File: src/hw/rtl/sips_pkg.sv
// ----------------------------------------------------------------------------
// sips_pkg
// Shared types and constants of the ultrasonic ranger poll sequencer.
// ----------------------------------------------------------------------------
`default_nettype none

package sips_pkg;

	// stream payload widths, padded to whole bytes, and cfg channel widths
	localparam int unsigned InDataW  = 24;
	localparam int unsigned OutDataW = 40;
	localparam int unsigned CfgIdxW  = 2;
	localparam int unsigned CfgDataW = 8;

	// register reset values
	localparam logic [7:0] DevAddrRst  = 8'hE0;
	localparam logic [6:0] RangeCmdRst = 7'h51;
	localparam logic [3:0] RangeSetRst = 4'd3;
	localparam logic [4:0] GainRst     = 5'd0;

	// range register byte is the low byte of range_setting times this factor
	localparam logic [7:0] RangeScale  = 8'd23;

	// configuration register indexes
	typedef enum logic [CfgIdxW-1:0] {
		CFG_DEV_ADDR  = 2'd0,
		CFG_RANGE_CMD = 2'd1,
		CFG_RANGE_SET = 2'd2,
		CFG_GAIN      = 2'd3
	} cfg_idx_t;

	// input item kinds
	typedef enum logic {
		OP_TICK = 1'b0,
		OP_DONE = 1'b1
	} op_t;

	// result kinds
	typedef enum logic [2:0] {
		KIND_NONE  = 3'd0,
		KIND_WRITE = 3'd1,
		KIND_READ  = 3'd2,
		KIND_RANGE = 3'd3,
		KIND_LIGHT = 3'd4
	} kind_t;

	// device registers
	localparam logic [1:0] DevRegCmd   = 2'd0;
	localparam logic [1:0] DevRegGain  = 2'd1;
	localparam logic [1:0] DevRegRange = 2'd2;

	// read lengths
	localparam logic [1:0] ReadOne = 2'd1;
	localparam logic [1:0] ReadTwo = 2'd2;

	// polling steps, one-hot
	typedef enum logic [6:0] {
		STEP_START        = 7'b0000001,
		STEP_SET_RANGE    = 7'b0000010,
		STEP_SET_GAIN     = 7'b0000100,
		STEP_REQ_RANGE    = 7'b0001000,
		STEP_REPORT_RANGE = 7'b0010000,
		STEP_REQ_LIGHT    = 7'b0100000,
		STEP_REPORT_LIGHT = 7'b1000000
	} step_t;

	// configuration register set
	typedef struct packed {
		logic [7:0] device_address;
		logic [6:0] ranging_command;
		logic [3:0] range_setting;
		logic [4:0] max_gain;
	} cfg_t;

	// one result item
	typedef struct packed {
		kind_t       kind;
		logic [7:0]  bus_address;
		logic [1:0]  register_index;
		logic [7:0]  write_byte;
		logic [1:0]  read_count;
		logic [15:0] report_value;
	} result_t;

endpackage

`default_nettype wire

File: src/hw/rtl/sips_cfg_regs.sv
// ----------------------------------------------------------------------------
// sips_cfg_regs
// Configuration register file, written over its own valid/ready channel.
// ----------------------------------------------------------------------------
`default_nettype none

module sips_cfg_regs
	import sips_pkg::*;
(
	input  wire logic                clk,
	input  wire logic                arst_n,
	input  wire logic                cfg_valid,
	output logic                     cfg_ready,
	input  wire logic [CfgIdxW-1:0]  cfg_index,
	input  wire logic [CfgDataW-1:0] cfg_data,
	output cfg_t                     cfg
);

	cfg_t cfg_q;

	// always able to take a write
	assign cfg_ready = 1'b1;
	assign cfg       = cfg_q;

	// register writes
	always_ff @(posedge clk or negedge arst_n) begin
		if (!arst_n) begin
			cfg_q.device_address  <= DevAddrRst;
			cfg_q.ranging_command <= RangeCmdRst;
			cfg_q.range_setting   <= RangeSetRst;
			cfg_q.max_gain        <= GainRst;
		end else if (cfg_valid && cfg_ready) begin
			unique case (cfg_idx_t'(cfg_index))
				CFG_DEV_ADDR:  cfg_q.device_address  <= cfg_data;
				CFG_RANGE_CMD: cfg_q.ranging_command <= cfg_data[6:0];
				CFG_RANGE_SET: cfg_q.range_setting   <= cfg_data[3:0];
				CFG_GAIN:      cfg_q.max_gain        <= cfg_data[4:0];
				default: begin
				end
			endcase
		end
	end

endmodule

`default_nettype wire

File: src/hw/rtl/sips_step_core.sv
// ----------------------------------------------------------------------------
// sips_step_core
// Step state, outstanding flag and read data, plus the result decode.
// ----------------------------------------------------------------------------
`default_nettype none

module sips_step_core
	import sips_pkg::*;
(
	input  wire logic       clk,
	input  wire logic       arst_n,
	input  wire logic       fire,
	input  wire logic       op,
	input  wire logic       trans_ok,
	input  wire logic [7:0] read_first,
	input  wire logic [7:0] read_second,
	input  wire cfg_t       cfg,
	output result_t         result
);

	step_t       step_q, step_d;
	logic        busy_q, busy_d;
	logic [15:0] read_bytes_q, read_bytes_d;
	logic [11:0] range_prod;

	assign range_prod = {8'd0, cfg.range_setting} * {4'd0, RangeScale};

	// result and next state for the item in the input register
	always_comb begin
		result       = '0;
		result.kind  = KIND_NONE;
		step_d       = step_q;
		busy_d       = busy_q;
		read_bytes_d = read_bytes_q;
		if (op_t'(op) == OP_TICK) begin
			if (!busy_q) begin
				unique case (step_q)
					STEP_START: begin
						result.kind           = KIND_WRITE;
						result.register_index = DevRegCmd;
						result.write_byte     = {1'b0, cfg.ranging_command};
						busy_d                = 1'b1;
					end
					STEP_SET_RANGE: begin
						result.kind           = KIND_WRITE;
						result.register_index = DevRegRange;
						result.write_byte     = range_prod[7:0];
						busy_d                = 1'b1;
					end
					STEP_SET_GAIN: begin
						result.kind           = KIND_WRITE;
						result.register_index = DevRegGain;
						result.write_byte     = {3'd0, cfg.max_gain};
						busy_d                = 1'b1;
					end
					STEP_REQ_RANGE: begin
						result.kind           = KIND_READ;
						result.register_index = DevRegRange;
						result.read_count     = ReadTwo;
						busy_d                = 1'b1;
					end
					STEP_REPORT_RANGE: begin
						result.kind         = KIND_RANGE;
						result.report_value = read_bytes_q;
						step_d              = STEP_REQ_LIGHT;
					end
					STEP_REQ_LIGHT: begin
						result.kind           = KIND_READ;
						result.register_index = DevRegGain;
						result.read_count     = ReadOne;
						busy_d                = 1'b1;
					end
					STEP_REPORT_LIGHT: begin
						result.kind         = KIND_LIGHT;
						result.report_value = {8'd0, read_bytes_q[15:8]};
						step_d              = STEP_START;
					end
					default: begin
					end
				endcase
				// address only on bus requests
				if (result.kind == KIND_WRITE || result.kind == KIND_READ) begin
					result.bus_address = cfg.device_address;
				end
			end
		end else if (busy_q) begin
			// completion ends the outstanding transaction
			busy_d = 1'b0;
			if (trans_ok) begin
				read_bytes_d = {read_first, read_second};
				unique case (step_q)
					STEP_START:     step_d = STEP_SET_RANGE;
					STEP_SET_RANGE: step_d = STEP_SET_GAIN;
					STEP_SET_GAIN:  step_d = STEP_REQ_RANGE;
					STEP_REQ_RANGE: step_d = STEP_REPORT_RANGE;
					STEP_REQ_LIGHT: step_d = STEP_REPORT_LIGHT;
					default: begin
					end
				endcase
			end
		end
	end

	// state update once per processed beat
	always_ff @(posedge clk or negedge arst_n) begin
		if (!arst_n) begin
			step_q       <= STEP_START;
			busy_q       <= 1'b0;
			read_bytes_q <= '0;
		end else if (fire) begin
			step_q       <= step_d;
			busy_q       <= busy_d;
			read_bytes_q <= read_bytes_d;
		end
	end

endmodule

`default_nettype wire

File: src/hw/rtl/sonar_i2c_poll_sequencer.sv
// ----------------------------------------------------------------------------
// sonar_i2c_poll_sequencer
// Poll sequencer for an I2C ultrasonic ranger with stream in and out ports.
// ----------------------------------------------------------------------------
// Every input beat (a poll tick or a bus completion) gives exactly one output
// beat, possibly of kind nothing. One beat is taken per clock while the output
// side keeps up; a beat enters an input register, is decoded against the step
// state combinationally and lands in the result register once that register
// is free or draining. The input register and the result register form a
// two-deep queue, so a waiting result does not stop the next beat coming in.
// Configuration is to be written over the cfg channel while the block is idle;
// the block itself does not enforce this.
`default_nettype none

module sonar_i2c_poll_sequencer
	import sips_pkg::*;
(
	input  wire logic                clk,
	input  wire logic                arst_n,
	// input stream
	input  wire logic                s_tvalid,
	output logic                     s_tready,
	// trans_ok [0], read_first [8:1], read_second [16:9], zero pad
	input  wire logic [InDataW-1:0]  s_tdata,
	// op [0]
	input  wire logic                s_tuser,
	// result stream
	output logic                     m_tvalid,
	input  wire logic                m_tready,
	// bus_address [7:0], register_index [9:8], write_byte [17:10],
	// read_count [19:18], report_value [35:20], zero pad
	output logic [OutDataW-1:0]      m_tdata,
	// kind [2:0]
	output logic [2:0]               m_tuser,
	// configuration writes
	input  wire logic                cfg_valid,
	output logic                     cfg_ready,
	input  wire logic [CfgIdxW-1:0]  cfg_index,
	input  wire logic [CfgDataW-1:0] cfg_data
);

	cfg_t        cfg;
	result_t     result;
	logic        valid_s1;
	logic        op_s1;
	logic        ok_s1;
	logic [7:0]  first_s1;
	logic [7:0]  second_s1;
	logic        advance;
	logic        m_tvalid_q;
	result_t     result_q;

	sips_cfg_regs u_cfg (
		.clk       (clk),
		.arst_n    (arst_n),
		.cfg_valid (cfg_valid),
		.cfg_ready (cfg_ready),
		.cfg_index (cfg_index),
		.cfg_data  (cfg_data),
		.cfg       (cfg)
	);

	// input register moves on when the result register is free or draining
	assign advance  = valid_s1 && (!m_tvalid_q || m_tready);
	assign s_tready = !valid_s1 || advance;

	// input register
	always_ff @(posedge clk or negedge arst_n) begin
		if (!arst_n) begin
			valid_s1 <= 1'b0;
		end else if (s_tready) begin
			valid_s1 <= s_tvalid;
		end
	end

	always_ff @(posedge clk) begin
		if (s_tvalid && s_tready) begin
			op_s1     <= s_tuser;
			ok_s1     <= s_tdata[0];
			first_s1  <= s_tdata[8:1];
			second_s1 <= s_tdata[16:9];
		end
	end

	sips_step_core u_core (
		.clk         (clk),
		.arst_n      (arst_n),
		.fire        (advance),
		.op          (op_s1),
		.trans_ok    (ok_s1),
		.read_first  (first_s1),
		.read_second (second_s1),
		.cfg         (cfg),
		.result      (result)
	);

	// result register
	always_ff @(posedge clk or negedge arst_n) begin
		if (!arst_n) begin
			m_tvalid_q <= 1'b0;
		end else if (advance) begin
			m_tvalid_q <= 1'b1;
		end else if (m_tready) begin
			m_tvalid_q <= 1'b0;
		end
	end

	always_ff @(posedge clk) begin
		if (advance) begin
			result_q <= result;
		end
	end

	// output packing
	assign m_tvalid = m_tvalid_q;
	assign m_tuser  = result_q.kind;
	assign m_tdata  = {4'd0, result_q.report_value, result_q.read_count,
		result_q.write_byte, result_q.register_index, result_q.bus_address};

endmodule

`default_nettype wire
File: config.mk
export PLATFORM = sky130hd
export DESIGN_NAME = sonar_i2c_poll_sequencer
export DESIGN_NICKNAME = d
export VERILOG_FILES = /design/src/hw/rtl/sips_pkg.sv /design/src/hw/rtl/sips_cfg_regs.sv /design/src/hw/rtl/sips_step_core.sv /design/src/hw/rtl/sonar_i2c_poll_sequencer.sv
export SDC_FILE = /design/constraint.sdc
export NUM_CORES = 1
export LEC_CHECK = 0
export BUFFER_PORTS_ARGS = -buffer_cell sky130_fd_sc_hd__buf_4
export CORE_MARGIN = 10
export CORE_UTILIZATION = 30
export DETAILED_ROUTE_END_ITERATION = 8
export PLACE_DENSITY = 0.52
export SLEW_MARGIN = 10
export SYNTH_ARGS = -nofsm -noshare
export SYNTH_HDL_FRONTEND = slang
export SYNTH_SLANG_ARGS = --single-unit
File: constraint.sdc
create_clock -name clk -period 8.45 [get_ports clk]
set_input_delay 0 -clock clk [delete_from_list [all_inputs] [get_ports clk]]
set_output_delay 0 -clock clk [all_outputs]
set_load 0.005 [all_outputs]
# Word-level counts from Yosys, hierarchy flattened
# Index checks and enable logic that the tools add are counted.
# word_totals
ff_bits	107
in_bits	40
output_inout_bits	46
wordCells	78
# op_classes
n_mul	1
n_eq_ne	16
muxes	18
bitwise	1
reduce_logical	23
# ops
operator	n
one-hot mux 7 bit (5 select lines)	1
one-hot mux 16 bit (2 select lines)	1
two-way mux 7 bit	4
one-hot mux 8 bit (3 select lines)	1
one-hot mux 7 bit (2 select lines)	1
one-hot mux 3 bit (4 select lines)	1
multiplier 4 x 5 -> 8 bit (second input constant)	1
one-hot mux 2 bit (2 select lines)	2
AND reduction 2 bit	4
OR reduction 2 bit	4
== test 7 x 1 -> 1 bit (second input constant)	1
== test 7 x 2 -> 1 bit (second input constant)	1
== test 7 x 3 -> 1 bit (second input constant)	1
== test 7 x 4 -> 1 bit (second input constant)	1
== test 7 x 5 -> 1 bit (second input constant)	1
== test 7 x 6 -> 1 bit (second input constant)	1
== test 7 bit (second input constant)	1
two-way mux 3 bit	2
!= test 6 bit (second input constant)	1
AND reduction 6 bit	1
OR reduction 3 bit	2
two-way mux 1 bit	5
OR reduction 5 bit	1
== test 2 bit (second input constant)	2
other kinds (13)	18

# Depth between registers and ports, before layout
# logic_depth
depth_word	9
depth_mapped	11

# Cells and area by module
# From an unflattened synthesis, not the netlist that was laid out.
# hier_totals
hier_cells	336
area_unflattened_um2	4747.1
# modules_own_cells
mod	instances	cells_each	area_each_um2
sips_step_core	1	212	1963.1
sonar_i2c_poll_sequencer	1	70	1849.3
sips_cfg_regs	1	54	934.6

# Worst setup path after synthesis
# No wires, ideal clock.
# synth_timing
path_type	register to register
from	reg m_tvalid_q, in the netlist m_tvalid
to	reg u_core.read_bytes_q[0]
arrival_ps	2885
slack_ps	5440
path_stages_with_launch	7
period_less_slack_ps	3010
cell_sequence	dfrtp_1 > nand2b_1 > and2_1 > clkbuf_1 > nand4_1 > clkbuf_1 > mux2_2
# synth_via
elab_chain_cells	4
# synth_rtl
element	line	text
start: declaration	sonar_i2c_poll_sequencer.sv:50	logic m_tvalid_q;
start signal: assignment	sonar_i2c_poll_sequencer.sv:100	m_tvalid_q <= 1'b0;
start signal: assignment	sonar_i2c_poll_sequencer.sv:102	m_tvalid_q <= 1'b1;
start signal: assignment	sonar_i2c_poll_sequencer.sv:104	m_tvalid_q <= 1'b0;
logical NOT 1 bit	sonar_i2c_poll_sequencer.sv:64	assign advance = valid_s1 && (!m_tvalid_q || m_tready);
logical OR 1 bit	sonar_i2c_poll_sequencer.sv:64	
logical AND 1 bit	sonar_i2c_poll_sequencer.sv:64	
named net advance	sonar_i2c_poll_sequencer.sv:49	logic advance;
AND reduction 4 bit (no line)	--	
end signal: assignment	sips_step_core.sv:113	read_bytes_q <= read_bytes_d;
end: declaration	sips_step_core.sv:23	logic [15:0] read_bytes_q, read_bytes_d;
# The timed path passes the listed nets, and every way through them passes these cells.
# A chain may end at the register's enable or synchronous reset.

# Worst setup path in the final report
# layout_timing
from	reg u_cfg.cfg_q (netlist bit u_cfg.cfg[6])
to	reg result_q (netlist bit m_tdata[16]) (data pin)
# layout_via
elab_chain_cells	2
# layout_rtl
element	line	text
start: declaration	sips_cfg_regs.sv:19	cfg_t cfg_q;
multiplier 4 x 5 -> 8 bit	sips_step_core.sv:26	assign range_prod = {8'd0, cfg.range_setting} * {4'd0, RangeScale};
one-hot mux 8 bit (3 select lines)	sips_step_core.sv:37	unique case (step_q)
end signal: assignment	sonar_i2c_poll_sequencer.sv:110	result_q <= result;
end: declaration	sonar_i2c_poll_sequencer.sv:51	result_t result_q;
# No other way between the ends.

==> metrics.txt <==
number of I/O pins=86; achievable frequency=0.324 GHz; filler cell count in the final layout=1464; standby leakage power=2.55 nW; Seq cells post-synth=107; TritonCTS clock tree=done; Commonest cells post-synth=sky130_fd_sc_hd__edfxtp_1 (57), sky130_fd_sc_hd__dfrtp_1 (41), sky130_fd_sc_hd__mux2_2 (40); die extent in y=146 um; signal arrival time at the worst endpoint=3190 ps; Worst VDD drop=0.000113 V; number of iterations in the first detailed-routing pass=4; worst min path class=in2reg; Area Growth Syn to Fin=27.8%; max_slew headroom=35.3%; vias per cell=4.47; buffer depth of the longest clock path=2; CTS Buf Count=9; number of endpoints with negative hold slack in the final report=0; number of routed nets with antenna violations=0; share of layout cells above drive strength 1=33.5%; critical path peak fanout=5; count of clock tree sinks=107; share of flip-flops with an asynchronous set or reset after synthesis=46.7%; Setup Slack @ Placement=5370 ps; pin slew with the least headroom to its limit=967 ps; Placement Rows=45; global-route congestion overflow total=0; core area=15400 um2; post-detailed-placement cell area=5480 um2; type of destination of the critical path=register; latest clock arrival within the worst-skew pair=350 ps; Cell variety after synth=50; Avg Inst Size Synth=14.3 um2; nature of the critical path startpoint=register; post-layout util=39.4%; via count=2908; final critical path time including I/O delays and setup=3080 ps; final standard cell area without fillers=6060 um2; total number of H-tree levels=3; kind of critical path=reg2reg; Iteration-0 DRC Markers=132; cell area power density=266 nW/um2; Synth Warn #=0; GP Congestion=0.735; endpoint required time on the critical path=8550 ps; final net count=491; final count of negative-setup-slack endpoints=0; max-slew violations=0; top cells by area in the synthesized netlist=sky130_fd_sc_hd__edfxtp_1 (36%), sky130_fd_sc_hd__dfrtp_1 (22%), sky130_fd_sc_hd__mux2_2 (9.5%); starting density of the core=30.8%; post-synthesis cell type with the largest combined area=sky130_fd_sc_hd__edfxtp_1; Clock Skew=7.12 ps; most instantiated library cell after synthesis=sky130_fd_sc_hd__edfxtp_1; routed len/inst=16.3 um; largest net degree at the start of global routing=51; number of enable flip-flop cells after synthesis=57; half-perimeter wire length after placement=7460 um; Seq/Total Area, Yosys=62.7%; Port Buf Inserts=73; Max-cap violations=0; wire length of the first global-routing pass=17400 um; Post-Syn Instances=332; area enclosed by the die boundary=21200 um2; aggregate global-route resource usage=10.2%; clock input transition at the sequential cells of the worst setup and hold paths=70 ps; final setup slack of the worst path=5370 ps; run status=finished clean; via count of the first global-routing pass=3132; Most used DFF post-synth=sky130_fd_sc_hd__edfxtp_1; number of design rule violations left after detail routing=0; final hold slack=199 ps; period utilisation layout=36.5%; number of antenna violations at the first check in global routing=1; x dimension of the die=146 um; total standard cell area after synthesis=4740 um2; routed wire length=10600 um; fraction of synthesized cell area taken by the top area cell type=36.1%; setup repair after global routing missed its margin=no; TNS Setup=0 ps; root buffer cell=sky130_fd_sc_hd__clkbuf_16
## cells by family after synthesis
group           Yosys count  synth area share, %
xor+xnor                  8                 1.48
compound gates           44                 7.65
buf+inv                  39                 3.85
flops                   107                 62.7
simple gates             70                 8.39
fa+ha+maj                17                 4.96
mux                      45                 10.8
other cells               2                0.158
## metal layers
metal | vias to the layer above | share of wire, % | global-route usage [%]
met2 | 50 | 50 | 16.4
met1 | 1444 | 46 | 13.0
met3 | 13 | 2.6 | 2.05
met5 | - | 0 | 0
met4 | 0 | 1.8 | 4.80
li1 | 1401 | - | -
## path summary, 6_finish.rpt
kind / depth (start not counted) / slack, ps / end / from
setup / recovery: 10 / 5370 / m_tdata[16] / u_cfg.cfg[6]
setup reg to reg: 10 / 5370 / m_tdata[16] / u_cfg.cfg[6]
hold reg to reg: 1 / 480 / u_core.read_bytes_q[11] / first_s1[3]
min in group asynchronous: 2 / 220 / u_core.read_bytes_q[8] / arst_n
max in group asynchronous: 2 / 7750 / u_cfg.cfg[7] / arst_n
hold / removal: 3 / 200 / u_cfg.cfg[7] / cfg_index[0]
## sequential cells by signal, summed over array words and instances, names as in the netlist
signal,count
m_tdata,36
u_cfg.cfg,24
u_core.read_bytes_q,16
first_s1,8
second_s1,8
u_core.step_q,7
m_tuser,3
m_tvalid,1
ok_s1,1
op_s1,1
u_core.busy_q,1
valid_s1,1
## critical path: stages, from the launching register on
cell,delay [ps]
sky130_fd_sc_hd__dfstp_2,590
sky130_fd_sc_hd__inv_1,80
sky130_fd_sc_hd__fa_1,440
sky130_fd_sc_hd__fa_1,490
sky130_fd_sc_hd__inv_1,40
sky130_fd_sc_hd__ha_1,320
sky130_fd_sc_hd__nor2b_1,150
sky130_fd_sc_hd__o21a_1,170
sky130_fd_sc_hd__or3_1,310
sky130_fd_sc_hd__a32oi_1,210
sky130_fd_sc_hd__nor2_1,60
## area by class of cell
type / count / area (um2) / area share [%]
Antenna cell: 1 / 2.50 / 0.0413
Clock buffer: 11 / 233 / 3.84
Clock inverter: 5 / 38.8 / 0.640
Inverter: 21 / 78.8 / 1.30
Multi-Input combinational cell: 189 / 1600 / 26.4
Sequential cell: 107 / 2970 / 49.1
Tap cell: 211 / 264 / 4.36
Timing Repair Buffer: 106 / 871 / 14.4
## layout by cell type (no fill, tap or decap), drive strengths merged, types with 4 or more instances in the layout
cell type / n
ha: 14
a22oi: 6
o21ai: 4
dfstp: 9
edfxtp: 57
nor2: 15
buf: 76
xnor2: 6
a22o: 13
dlygate4sd3: 30
conb: 5
dfrtp: 41
and2: 22
nand2b: 4
mux2: 42
or3: 4
nand2: 7
clkbuf: 11
inv: 23
a21oi: 5
## power breakdown
part | internal, mW | leakage [nW] | total [mW] | switching (mW)
Clock | 0.203 | 0.136 | 0.394 | 0.191
Sequential | 0.670 | 1.16 | 0.752 | 0.0826
Combinational | 0.232 | 1.25 | 0.464 | 0.233
## stage by stage
step	instances	total power, mW
after detailed placement	604	1.22
after CTS	650	1.64
after global placement	604	1.21
after global routing	651	1.73
after floorplan	335	1.08
final	651	1.61
## repair_timing
action	4_1_cts	5_1_grt
hold buffers	30	0
endpoints found under the hold margin	85	0
resized for setup	0	0
setup buffers	0	0
No activity file was read; power rests on OpenSTA's default activity.
